--- config.mk ---
export PLATFORM = sky130hd
export DESIGN_NAME = fsp_ctrl
export DESIGN_NICKNAME = d
export VERILOG_FILES = /design/src/rtl/fsp_pkg.sv /design/src/rtl/fsp_ctrl.sv
export SDC_FILE = /design/constraint.sdc
export NUM_CORES = 1
export LEC_CHECK = 0
export BUFFER_PORTS_ARGS = -buffer_cell sky130_fd_sc_hd__buf_4
export CAP_MARGIN = 40
export CORE_ASPECT_RATIO = 1.1
export CORE_MARGIN = 2
export CORE_UTILIZATION = 50
export DETAILED_ROUTE_END_ITERATION = 8
export PLACE_DENSITY_LB_ADDON = 0.2
export SYNTH_ARGS = -nofsm -noshare
export SYNTH_HDL_FRONTEND = slang
export SYNTH_SLANG_ARGS = --single-unit
--- constraint.sdc ---
create_clock -name clk -period 2.65 [get_ports clk]
set_input_delay 0.53 -clock clk [delete_from_list [all_inputs] [get_ports clk]]
set_output_delay 0.53 -clock clk [all_outputs]
set_load 0.01 [all_outputs]
--- src/rtl/fsp_pkg.sv ---
// fsp_pkg: shared types and constants for the format string printer.
// Used by fsp_ctrl, fsp_datapath, format_string_printer and fsp_checker.
package fsp_pkg;

  // request types
  localparam logic [1:0] REQ_FMT  = 2'd0;
  localparam logic [1:0] REQ_NUM  = 2'd1;
  localparam logic [1:0] REQ_STR  = 2'd2;
  localparam logic [1:0] REQ_NULL = 2'd3;

  // result kinds
  localparam logic [1:0] KIND_BYTE = 2'd0;
  localparam logic [1:0] KIND_END  = 2'd1;
  localparam logic [1:0] KIND_ERR  = 2'd2;

  // output byte sources
  localparam logic [2:0] SRC_ZERO  = 3'd0;
  localparam logic [2:0] SRC_BYTE  = 3'd1;
  localparam logic [2:0] SRC_WORD  = 3'd2;
  localparam logic [2:0] SRC_PCT   = 3'd3;
  localparam logic [2:0] SRC_DASH  = 3'd4;
  localparam logic [2:0] SRC_NULL  = 3'd5;
  localparam logic [2:0] SRC_DIGIT = 3'd6;

  // characters
  localparam logic [7:0] CH_PCT   = 8'h25;
  localparam logic [7:0] CH_C     = 8'h63;
  localparam logic [7:0] CH_S     = 8'h73;
  localparam logic [7:0] CH_D     = 8'h64;
  localparam logic [7:0] CH_I     = 8'h69;
  localparam logic [7:0] CH_U     = 8'h75;
  localparam logic [7:0] CH_DASH  = 8'h2D;
  localparam logic [7:0] CH_DIGIT0 = 8'h30;

  localparam int NullLen = 6;
  localparam int DigitDepth = 10;
  localparam int CountW = 31;

  typedef struct packed {
    logic       latch;       // capture the accepted request
    logic       num_signed;  // argument is signed (d, i)
    logic       load;        // write one result to the output register
    logic [1:0] kind;
    logic [2:0] src;
    logic [2:0] null_idx;
    logic       last;
    logic       clear;       // count restarts after this result
    logic       div_step;    // peel one decimal digit
    logic       dig_pop;     // step the digit read pointer down
  } fsp_cmd_t;

  typedef struct packed {
    logic out_free;
    logic arg_msb;
    logic div_last;
    logic dig_last;
    logic b_zero;
    logic b_pct;
    logic b_c;
    logic b_s;
    logic b_di;
    logic b_u;
  } fsp_status_t;

  function automatic logic [7:0] null_char(input logic [2:0] idx);
    logic [7:0] ch;
    case (idx)
      3'd0: ch = 8'h28;  // (
      3'd1: ch = 8'h6E;  // n
      3'd2: ch = 8'h75;  // u
      3'd3: ch = 8'h6C;  // l
      3'd4: ch = 8'h6C;  // l
      3'd5: ch = 8'h29;  // )
      default: ch = 8'h00;
    endcase
    return ch;
  endfunction

endpackage

--- src/rtl/fsp_ctrl.sv ---
// fsp_ctrl: parse mode tracking and result sequencing state machine.
// Drives fsp_datapath through fsp_pkg::fsp_cmd_t; depends on fsp_pkg.
module fsp_ctrl (
  input  logic                 clk,
  input  logic                 rst,
  input  logic                 in_valid,
  output logic                 in_ready,
  input  logic [1:0]           req_type,
  input  fsp_pkg::fsp_status_t st,
  output fsp_pkg::fsp_cmd_t    cmd
);

  localparam logic [2:0] ST_IDLE = 3'd0;
  localparam logic [2:0] ST_ONE  = 3'd1;
  localparam logic [2:0] ST_PCT  = 3'd2;
  localparam logic [2:0] ST_NULL = 3'd3;
  localparam logic [2:0] ST_SIGN = 3'd4;
  localparam logic [2:0] ST_DIV  = 3'd5;
  localparam logic [2:0] ST_DIGS = 3'd6;

  localparam logic [2:0] MODE_PLAIN  = 3'd0;
  localparam logic [2:0] MODE_AFTER  = 3'd1;
  localparam logic [2:0] MODE_CHAR   = 3'd2;
  localparam logic [2:0] MODE_SIGNED = 3'd3;
  localparam logic [2:0] MODE_UNS    = 3'd4;
  localparam logic [2:0] MODE_STR    = 3'd5;
  localparam logic [2:0] MODE_IN_STR = 3'd6;

  logic [2:0] state, state_next;
  logic [2:0] parse_mode, parse_mode_next;
  logic [1:0] pend_kind, pend_kind_next;
  logic [2:0] pend_src, pend_src_next;
  logic       pend_clear, pend_clear_next;
  logic [2:0] nidx, nidx_next;
  logic       accept;

  assign in_ready = (state == ST_IDLE);
  assign accept   = in_valid & in_ready;

  always_comb begin
    state_next      = state;
    parse_mode_next = parse_mode;
    pend_kind_next  = pend_kind;
    pend_src_next   = pend_src;
    pend_clear_next = pend_clear;
    nidx_next       = nidx;
    cmd             = '0;
    cmd.num_signed  = (parse_mode == MODE_SIGNED);

    case (state)
      ST_IDLE: begin
        if (accept) begin
          cmd.latch = 1'b1;
          // plain byte result unless a branch below overrides it
          pend_kind_next  = fsp_pkg::KIND_BYTE;
          pend_src_next   = fsp_pkg::SRC_BYTE;
          pend_clear_next = 1'b0;
          case (parse_mode)
            MODE_PLAIN: begin
              if (req_type != fsp_pkg::REQ_FMT) begin
                state_next = ST_ONE;
                pend_kind_next = fsp_pkg::KIND_ERR;
                pend_src_next = fsp_pkg::SRC_ZERO;
                pend_clear_next = 1'b1;
              end else if (st.b_zero) begin
                state_next = ST_ONE;
                pend_kind_next = fsp_pkg::KIND_END;
                pend_src_next = fsp_pkg::SRC_ZERO;
                pend_clear_next = 1'b1;
              end else if (st.b_pct) begin
                parse_mode_next = MODE_AFTER;
              end else begin
                state_next = ST_ONE;
              end
            end
            MODE_AFTER: begin
              parse_mode_next = MODE_PLAIN;
              if (req_type != fsp_pkg::REQ_FMT || st.b_zero) begin
                state_next = ST_ONE;
                pend_kind_next = fsp_pkg::KIND_ERR;
                pend_src_next = fsp_pkg::SRC_ZERO;
                pend_clear_next = 1'b1;
              end else if (st.b_c) begin
                parse_mode_next = MODE_CHAR;
              end else if (st.b_s) begin
                parse_mode_next = MODE_STR;
              end else if (st.b_di) begin
                parse_mode_next = MODE_SIGNED;
              end else if (st.b_u) begin
                parse_mode_next = MODE_UNS;
              end else if (st.b_pct) begin
                state_next = ST_ONE;
                pend_src_next = fsp_pkg::SRC_PCT;
              end else begin
                // unknown specifier: '%' then the character
                state_next = ST_PCT;
              end
            end
            MODE_CHAR, MODE_SIGNED, MODE_UNS: begin
              parse_mode_next = MODE_PLAIN;
              if (req_type != fsp_pkg::REQ_NUM) begin
                state_next = ST_ONE;
                pend_kind_next = fsp_pkg::KIND_ERR;
                pend_src_next = fsp_pkg::SRC_ZERO;
                pend_clear_next = 1'b1;
              end else if (parse_mode == MODE_CHAR) begin
                state_next = ST_ONE;
                pend_src_next = fsp_pkg::SRC_WORD;
              end else if (cmd.num_signed && st.arg_msb) begin
                state_next = ST_SIGN;
              end else begin
                state_next = ST_DIV;
              end
            end
            MODE_STR, MODE_IN_STR: begin
              if (req_type == fsp_pkg::REQ_NULL && parse_mode == MODE_STR) begin
                parse_mode_next = MODE_PLAIN;
                state_next = ST_NULL;
                nidx_next = '0;
              end else if (req_type != fsp_pkg::REQ_STR) begin
                parse_mode_next = MODE_PLAIN;
                state_next = ST_ONE;
                pend_kind_next = fsp_pkg::KIND_ERR;
                pend_src_next = fsp_pkg::SRC_ZERO;
                pend_clear_next = 1'b1;
              end else if (st.b_zero) begin
                parse_mode_next = MODE_PLAIN;
              end else begin
                parse_mode_next = MODE_IN_STR;
                state_next = ST_ONE;
              end
            end
            default: begin
              parse_mode_next = MODE_PLAIN;
              state_next = ST_ONE;
              pend_kind_next = fsp_pkg::KIND_ERR;
              pend_src_next = fsp_pkg::SRC_ZERO;
              pend_clear_next = 1'b1;
            end
          endcase
        end
      end
      ST_ONE: begin
        cmd.kind  = pend_kind;
        cmd.src   = pend_src;
        cmd.clear = pend_clear;
        cmd.last  = 1'b1;
        if (st.out_free) begin
          cmd.load = 1'b1;
          state_next = ST_IDLE;
        end
      end
      ST_PCT: begin
        cmd.kind = fsp_pkg::KIND_BYTE;
        cmd.src  = fsp_pkg::SRC_PCT;
        if (st.out_free) begin
          cmd.load = 1'b1;
          state_next = ST_ONE;
        end
      end
      ST_NULL: begin
        cmd.kind     = fsp_pkg::KIND_BYTE;
        cmd.src      = fsp_pkg::SRC_NULL;
        cmd.null_idx = nidx;
        cmd.last     = (nidx == 3'(fsp_pkg::NullLen - 1));
        if (st.out_free) begin
          cmd.load = 1'b1;
          nidx_next = nidx + 1'b1;
          if (cmd.last) begin
            state_next = ST_IDLE;
          end
        end
      end
      ST_SIGN: begin
        cmd.kind = fsp_pkg::KIND_BYTE;
        cmd.src  = fsp_pkg::SRC_DASH;
        if (st.out_free) begin
          cmd.load = 1'b1;
          state_next = ST_DIV;
        end
      end
      ST_DIV: begin
        cmd.div_step = 1'b1;
        if (st.div_last) begin
          state_next = ST_DIGS;
        end
      end
      ST_DIGS: begin
        cmd.kind = fsp_pkg::KIND_BYTE;
        cmd.src  = fsp_pkg::SRC_DIGIT;
        cmd.last = st.dig_last;
        if (st.out_free) begin
          cmd.load = 1'b1;
          cmd.dig_pop = 1'b1;
          if (st.dig_last) begin
            state_next = ST_IDLE;
          end
        end
      end
      default: begin
        state_next = ST_IDLE;
      end
    endcase
  end

  always_ff @(posedge clk) begin
    if (rst) begin
      state      <= ST_IDLE;
      parse_mode <= MODE_PLAIN;
    end else begin
      state      <= state_next;
      parse_mode <= parse_mode_next;
    end
  end

  always_ff @(posedge clk) begin
    pend_kind  <= pend_kind_next;
    pend_src   <= pend_src_next;
    pend_clear <= pend_clear_next;
    nidx       <= nidx_next;
  end

endmodule

==> metrics.txt, run 1 <==
# TYPE chip_impl_metric gauge
chip_impl_info{name="cts_tree",value="yes"} 1
chip_impl_metric{name="syn2layout_area_growth",unit="%"} 20.4
chip_impl_metric{name="placeableCoreArea",unit="sq um"} 2250
chip_impl_metric{name="p_int",unit="uW"} 355
chip_impl_metric{name="final-hold-violation-count",unit=""} 0
chip_impl_metric{name="number_of_buffers_inserted_for_hold_repair_after_clock_tree_synthesis",unit=""} 0
chip_impl_metric{name="floorplan.rows",unit=""} 18
chip_impl_metric{name="worstPathArrival",unit="ns"} 1.80
chip_impl_metric{name="power_density",unit="nW/um^2"} 348
chip_impl_metric{name="drc",unit=""} 0
chip_impl_metric{name="netSwitchingFraction",unit=""} 0.285
chip_impl_info{name="ctsRootBufferMaster",value="clkbuf_4"} 1
chip_impl_metric{name="synth_enable_flop_cells",unit=""} 8
chip_impl_info{name="worstSetupEndpointType",value="primary output"} 1
chip_impl_metric{name="achievable-frequency",unit="MHz"} 429
chip_impl_metric{name="cts-buffers-inserted",unit=""} 3
chip_impl_metric{name="fraction_of_final_layout_cells_with_drive_strength_greater_than_1",unit=""} 0.239
chip_impl_metric{name="critical_path.max_fanout",unit=""} 19
chip_impl_metric{name="cts_resized",unit=""} 0
chip_impl_metric{name="fin_util",unit=""} 0.633
chip_impl_metric{name="dp.final_hpwl",unit="um"} 2150
chip_impl_metric{name="detail_route.wl_per_cell",unit="um"} 13.9
chip_impl_metric{name="leakage",unit="uW"} 0.000592
chip_impl_metric{name="syn-num-nets",unit=""} 168
chip_impl_metric{name="summed_area_of_non_filler_cells_in_the_final_layout",unit="sq um"} 1430
chip_impl_metric{name="layout_min_cycle_time",unit="ns"} 2.33
chip_impl_metric{name="seqPwrFrac",unit=""} 0.503
chip_impl_metric{name="io_pins",unit=""} 31
chip_impl_metric{name="overflow",unit=""} 0
chip_impl_metric{name="gpl.final_weighted_congestion",unit=""} 0.891
chip_impl_metric{name="clock_path_buffers",unit=""} 2
chip_impl_metric{name="cts_post_setup_buffers_inserted",unit=""} 0
chip_impl_info{name="most_common_cell_after_layout_fill_and_taps_aside",value="buf_4"} 1
chip_impl_metric{name="yosys_warnings",unit=""} 0
chip_impl_metric{name="synth_sequential_area_ratio",unit=""} 0.304
chip_impl_metric{name="clockPowerShare",unit=""} 0.255
chip_impl_metric{name="maxSlewHeadroom",unit=""} 0.567
chip_impl_metric{name="ys_async_sr_fraction",unit=""} 0
chip_impl_metric{name="power.net_switching",unit="uW"} 141
chip_impl_metric{name="cell_area_after_synthesis",unit="sq um"} 1180
chip_impl_metric{name="die-width",unit="um"} 50.4
chip_impl_metric{name="route.final.wire_length",unit="um"} 2860
chip_impl_metric{name="fin_skew",unit="ns"} 0.00801
chip_impl_metric{name="critical_path_required",unit="ns"} 2.12
chip_impl_metric{name="total_setup_violations_reported_at_the_end_of_the_flow",unit=""} 0
chip_impl_metric{name="antenna_violating_nets_post_route",unit=""} 0
chip_impl_metric{name="antenna_cells_inserted",unit=""} 0
chip_impl_metric{name="timing_max_transition_violations_final",unit=""} 0
chip_impl_metric{name="nFillCells",unit=""} 208
chip_impl_metric{name="grt.total_usage",unit=""} 0.223
chip_impl_metric{name="syn_inst",unit=""} 151
chip_impl_metric{name="detail_route.first_pass.iterations",unit=""} 4
chip_impl_metric{name="vdd_ir_drop_max",unit="mV"} 0.230
chip_impl_info{name="final_cell_mix",value="buf_4, nor2_1, nand2_1"} 1
chip_impl_metric{name="final.setup.tns",unit="ns"} 0
chip_impl_metric{name="drt_first_iter_violations",unit=""} 20
chip_impl_metric{name="detail_route.vias_per_cell",unit=""} 5.97
chip_impl_info{name="setup.worst_path.class",value="register to primary output"} 1
chip_impl_metric{name="design.final.nets",unit=""} 194
chip_impl_metric{name="cts_htree_levels",unit=""} 1
chip_impl_metric{name="first_global_vias",unit=""} 1093
chip_impl_info{name="outcome",value="completed"} 1
chip_impl_metric{name="postSynthAreaPerCell",unit="sq um"} 7.85
chip_impl_metric{name="dpl_cell_area",unit="sq um"} 1400
chip_impl_metric{name="timing.final.crit_share",unit=""} 0.879
chip_impl_metric{name="yosysUniqueCellTypes",unit=""} 47
chip_impl_metric{name="numClockSinks",unit=""} 14
chip_impl_metric{name="max_cap_violations",unit=""} 0
chip_impl_info{name="unrepaired_setup_endpoints_after_global_routing",value="no"} 1
chip_impl_metric{name="grt_antenna_before_repair",unit=""} 0
chip_impl_metric{name="detailroute.via_count",unit=""} 1229
chip_impl_metric{name="synth_seq_cells",unit=""} 14
chip_impl_info{name="synth_flop_cell",value="edfxtp_1"} 1
chip_impl_metric{name="cts.clk_slew.worst_paths",unit="ns"} 0.08
chip_impl_metric{name="die_h",unit="um"} 55.1
chip_impl_metric{name="io_buffers",unit=""} 30
chip_impl_metric{name="clk-insertion-delay-late",unit="ns"} 0.28
chip_impl_metric{name="combPwrFrac",unit=""} 0.242
chip_impl_metric{name="grt_max_degree",unit=""} 20
chip_impl_metric{name="initial_utilization",unit=""} 0.526
chip_impl_info{name="timing.critical_path.from_type",value="register"} 1
chip_impl_metric{name="die-area",unit="sq um"} 2780
chip_impl_info{name="min_delay_worst_type",value="input pin to register"} 1
chip_impl_metric{name="worstMarginPinSlew",unit="ns"} 0.648
chip_impl_metric{name="grt_pass1_wl",unit="um"} 4750
synthesized netlist by cell type, types with 3 or more instances:
master,number,share of area
a21oi_1,10,0.042
and3_1,5,0.026
clkbuf_1,6,0.019
dfxtp_1,6,0.10
edfxtp_1,8,0.20
inv_1,7,0.022
nand2_1,11,0.035
nand2b_1,8,0.042
nand3_1,4,0.017
nor2_1,19,0.060
nor3_1,6,0.025
o21ai_0,6,0.025
o22ai_1,3,0.016
o31ai_1,3,0.019
or3_1,3,0.016
xnor2_1,3,0.022
per-layer routing:
layer  global-route usage  routed length (um)
met5                    0                   0
met4                0.140                  63
met3               0.0215                 160
met2                0.390                1410
met1                0.270                1230
stage by stage:
step / setup WS, ns / hold slack, ns / instances / total power (uW)
CTS: 0.335 / 0.452 / 206 / 497
finish: 0.320 / 0.463 / 206 / 496
global route: 0.217 / 0.455 / 206 / 519
floorplan: 0.807 / 0.583 / 151 / 323
global placement: 0.587 / 0.614 / 202 / 369
detailed placement: 0.556 / 0.622 / 202 / 373
power groups by stage:
stage / Sequential, uW / Combinational [uW] / Clock, uW
finish: 249 / 120 / 127
floorplan: 244 / 78.5 / 0
CTS: 249 / 120 / 129
detailed placement: 254 / 119 / 0
global route: 251 / 132 / 136
global placement: 253 / 116 / 0
sequential cells by signal, indices dropped and copies added (netlist names):
signal and count:
nidx 3, pend_kind 2, pend_clear 1, parse_mode 3, pend_src 2, state 3
critical path: stages, from the launching register on:
cell	delay, ns
dfxtp_1	0.48
or4b_1	0.63
inv_1	0.25
buf_4	0.17
layout make-up:
cell class                      count  area (sq um)  share of cell area
Tap cell                           30          37.5              0.0263
Clock buffer                        4          26.3              0.0184
Timing Repair Buffer               32           240               0.168
Multi-Input combinational cell    119           736               0.516
Sequential cell                    14           360               0.253
Inverter                            7          26.3              0.0184
final timing paths:
kind / start / end / slack (ns) / depth (start not counted)
hold / removal: rst / parse_mode[2] / 0.46 / 2
setup / recovery: state[0] / cmd[14] / 0.32 / 3
hold reg to reg: nidx[0] / nidx[0] / 0.63 / 1
setup reg to reg: parse_mode[2] / nidx[0] / 0.72 / 4
cells by family after synthesis:
logic type,Yosys count,synth area share
XOR/XNOR,3,0.0222
AND/OR/NAND/NOR,72,0.334
multiplexers,1,0.00845
buffers and inverters,18,0.0750
flip-flops,14,0.304
adder cells (fa/ha/maj),2,0.0211
AO/OA/AOI/OAI,41,0.235
(Power assumes the default switching activity.)
==> run 2: changes to the inputs <==
--- a/config.mk
+++ b/config.mk
@@ -5,11 +5,12 @@
 export SDC_FILE = /design/constraint.sdc
 export NUM_CORES = 1
 export LEC_CHECK = 0
+export ABC_CLOCK_PERIOD_IN_PS = 2650
 export BUFFER_PORTS_ARGS = -buffer_cell sky130_fd_sc_hd__buf_4
 export CAP_MARGIN = 40
 export CORE_ASPECT_RATIO = 1.1
 export CORE_MARGIN = 2
-export CORE_UTILIZATION = 50
+export CORE_UTILIZATION = 30
 export DETAILED_ROUTE_END_ITERATION = 8
 export PLACE_DENSITY_LB_ADDON = 0.2
 export SYNTH_ARGS = -nofsm -noshare
==> run 2 against run 1 <==
  * Cell count increased by 9.7%
  * Combinational power increased by 7%
  * Non-clock buffer count unchanged
  * Register-to-register slack improved by 0.04 ns
  * Sequential power about the same
  * Setup slack improved by 0.034 ns
  * First-iteration DRC count increased to 6.2 times the previous value
  * Clock skew decreased by 0.0063 ns
==> metrics.txt, run 2 (synthesis gave the netlist of run 1 again) <==
# TYPE chip_impl_metric gauge
chip_impl_info{name="outcome",value="completed"} 1
chip_impl_metric{name="grt_pass1_wl",unit="um"} 5220
chip_impl_metric{name="finalWorstSetupSlack",unit="ns"} 0.354
chip_impl_metric{name="worstPathArrival",unit="ns"} 1.77
chip_impl_metric{name="io_pins",unit=""} 31
chip_impl_info{name="most_common_cell_after_layout_fill_and_taps_aside",value="buf_4"} 1
chip_impl_metric{name="critical_path.max_fanout",unit=""} 16
chip_impl_info{name="unrepaired_setup_endpoints_after_global_routing",value="no"} 1
chip_impl_metric{name="maxSlewHeadroom",unit=""} 0.542
chip_impl_metric{name="critical_path_required",unit="ns"} 2.12
chip_impl_metric{name="clk-insertion-delay-late",unit="ns"} 0.25
chip_impl_metric{name="grt.total_usage",unit=""} 0.146
chip_impl_metric{name="die_h",unit="um"} 69.9
chip_impl_info{name="worst_path_dominant_cell_family",value="simple AND/OR/NAND/NOR gates"} 1
chip_impl_metric{name="io_buffers",unit=""} 30
chip_impl_info{name="min_delay_worst_type",value="input pin to register"} 1
chip_impl_info{name="path_cells",value="or4b_1 -> inv_1 -> buf_4"} 1
chip_impl_metric{name="r2r.worst_path.cells",unit=""} 5
chip_impl_info{name="largest_registers",value="nidx x3, parse_mode x3, state x3"} 1
chip_impl_metric{name="fin_skew",unit="ns"} 0.00176
chip_impl_metric{name="timing_max_transition_violations_final",unit=""} 0
chip_impl_metric{name="syn2layout_area_growth",unit="%"} 24.1
chip_impl_metric{name="initial_utilization",unit=""} 0.319
chip_impl_metric{name="antenna_cells_inserted",unit=""} 0
chip_impl_metric{name="design.final.nets",unit=""} 194
chip_impl_metric{name="cts-buffers-inserted",unit=""} 3
chip_impl_metric{name="max_cap_violations",unit=""} 0
chip_impl_metric{name="cts_post_setup_buffers_inserted",unit=""} 0
chip_impl_info{name="critPathSlowestCell",value="or4b_1"} 1
chip_impl_metric{name="setup_slack_placement",unit="ns"} 0.569
chip_impl_metric{name="drt_first_iter_violations",unit=""} 124
chip_impl_metric{name="overflow",unit=""} 0
chip_impl_info{name="crit-reg2reg-launch",value="parse_mode[2]"} 1
chip_impl_metric{name="final.setup.tns",unit="ns"} 0
chip_impl_metric{name="placed_cells_incl_taps",unit=""} 222
chip_impl_metric{name="detailroute.via_count",unit=""} 1211
chip_impl_metric{name="timing.final.crit_share",unit=""} 0.866
chip_impl_info{name="setup.worst_path.class",value="register to primary output"} 1
chip_impl_metric{name="total_setup_violations_reported_at_the_end_of_the_flow",unit=""} 0
chip_impl_metric{name="die-width",unit="um"} 63.9
chip_impl_metric{name="wl_met1",unit="um"} 1360
chip_impl_metric{name="clock_path_buffers",unit=""} 2
chip_impl_metric{name="multi_input_comb_area",unit="sq um"} 736
chip_impl_metric{name="cts.clk_slew.worst_paths",unit="ns"} 0.06
chip_impl_metric{name="placeableCoreArea",unit="sq um"} 3710
chip_impl_metric{name="die-area",unit="sq um"} 4470
chip_impl_info{name="route.top_layer_used",value="met4"} 1
chip_impl_metric{name="grt_antenna_before_repair",unit=""} 0
chip_impl_metric{name="detail_route.first_pass.iterations",unit=""} 4
chip_impl_metric{name="worstMarginPinSlew",unit="ns"} 0.686
chip_impl_metric{name="min_delay_path_depth",unit=""} 2
chip_impl_metric{name="dp.final_hpwl",unit="um"} 2400
chip_impl_metric{name="routed-wl-met2",unit="um"} 1500
chip_impl_metric{name="first_global_vias",unit=""} 1125
chip_impl_info{name="cts_tree",value="yes"} 1
chip_impl_metric{name="stdcell_count",unit=""} 226
chip_impl_metric{name="gpl.final_weighted_congestion",unit=""} 0.799
chip_impl_metric{name="antenna_violating_nets_post_route",unit=""} 0
chip_impl_info{name="worstReg2RegEnd",value="state[0]"} 1
chip_impl_metric{name="dpl_cell_area",unit="sq um"} 1430
chip_impl_metric{name="detail_route.wl_per_cell",unit="um"} 13.6
chip_impl_metric{name="finalHoldWorstSlack",unit="ns"} 0.490
chip_impl_metric{name="met3_wirelength",unit="um"} 154
chip_impl_metric{name="achievable-frequency",unit="MHz"} 436
chip_impl_metric{name="detail_route.vias_per_cell",unit=""} 5.36
chip_impl_metric{name="power_density",unit="nW/um^2"} 374
chip_impl_metric{name="numClockSinks",unit=""} 14
chip_impl_metric{name="cpPeakStageDelay",unit="ns"} 0.65
chip_impl_metric{name="leakage",unit="uW"} 0.000600
chip_impl_metric{name="drc",unit=""} 0
chip_impl_metric{name="critical_path_buf_inv_count",unit=""} 2
chip_impl_metric{name="fraction_of_final_layout_cells_with_drive_strength_greater_than_1",unit=""} 0.239
chip_impl_info{name="hold_end",value="parse_mode[2]"} 1
chip_impl_info{name="hold_path.startpoint",value="rst"} 1
chip_impl_metric{name="regArea",unit="sq um"} 360
chip_impl_metric{name="summed_area_of_non_filler_cells_in_the_final_layout",unit="sq um"} 1470
chip_impl_metric{name="timing.reg2reg.setup_slack",unit="ns"} 0.76
chip_impl_info{name="final_cell_mix",value="buf_4, nor2_1, nand2_1"} 1
chip_impl_metric{name="layout_min_cycle_time",unit="ns"} 2.30
chip_impl_metric{name="nFillCells",unit=""} 384
chip_impl_metric{name="grt_max_degree",unit=""} 20
chip_impl_metric{name="cts_htree_levels",unit=""} 1
chip_impl_info{name="timing.critical_path.from_type",value="register"} 1
chip_impl_metric{name="floorplan.rows",unit=""} 23
chip_impl_metric{name="cts_resized",unit=""} 0
chip_impl_metric{name="final-hold-violation-count",unit=""} 0
chip_impl_metric{name="route.final.wire_length",unit="um"} 3060
chip_impl_metric{name="vdd_ir_drop_max",unit="mV"} 0.118
chip_impl_metric{name="number_of_buffers_inserted_for_hold_repair_after_clock_tree_synthesis",unit=""} 0
chip_impl_info{name="ctsRootBufferMaster",value="clkbuf_8"} 1
chip_impl_info{name="worstSetupEndpointType",value="primary output"} 1
[run 2: through the flow]
stage | power [uW] | utilization
floorplan | 323 | -
global placement | 377 | 0.384
detailed placement | 378 | 0.384
CTS | 555 | 0.396
global route | 581 | 0.396
finish | 550 | 0.396
[run 2: how the worst max path moves through the flow]
stage	start	endpoint	slack (ns)	cells after the start
2_1_floorplan	req_type[0]	state[1]	0.81	6
3_3_place_gp	in_valid	cmd[14]	0.59	4
3_5_place_dp	in_valid	cmd[14]	0.57	4
4_1_cts	state[2]	cmd[14]	0.36	3
5_1_grt	state[2]	cmd[14]	0.25	3
6_report	state[2]	cmd[14]	0.35	3
[run 2: area by class of cell]
| class | count | share of cell area |
|---|---|---|
| inverters | 7 | 0.0179 |
| repair buffers | 32 | 0.163 |
| clock buffers | 3 | 0.0281 |
| clock inverters | 1 | 0.00255 |
| well taps | 50 | 0.0426 |
| multi-input cells | 119 | 0.500 |
| flip-flops and latches | 14 | 0.245 |
[run 2: per-layer routing]
| layer | GRT usage | up-vias |
|---|---|---|
| li1 | - | 608 |
| met5 | 0 | - |
| met3 | 0.0177 | 4 |
| met1 | 0.178 | 562 |
| met2 | 0.250 | 37 |
| met4 | 0.0725 | 0 |
[run 2: worst reg2reg max path, delay by kind of cell, from the launching register on]
family | cells | cell delay [ns]
simple gates | 2 | 0.80
flops | 1 | 0.49
compound gates | 3 | 0.49
[run 2: power by group]
group	internal, uW	leakage, uW	switching, uW
sequential	238	0.000126	7.46
combinational	61.2	0.000451	66.4
clock	103	0.0000231	74.4
total	402	0.000600	148
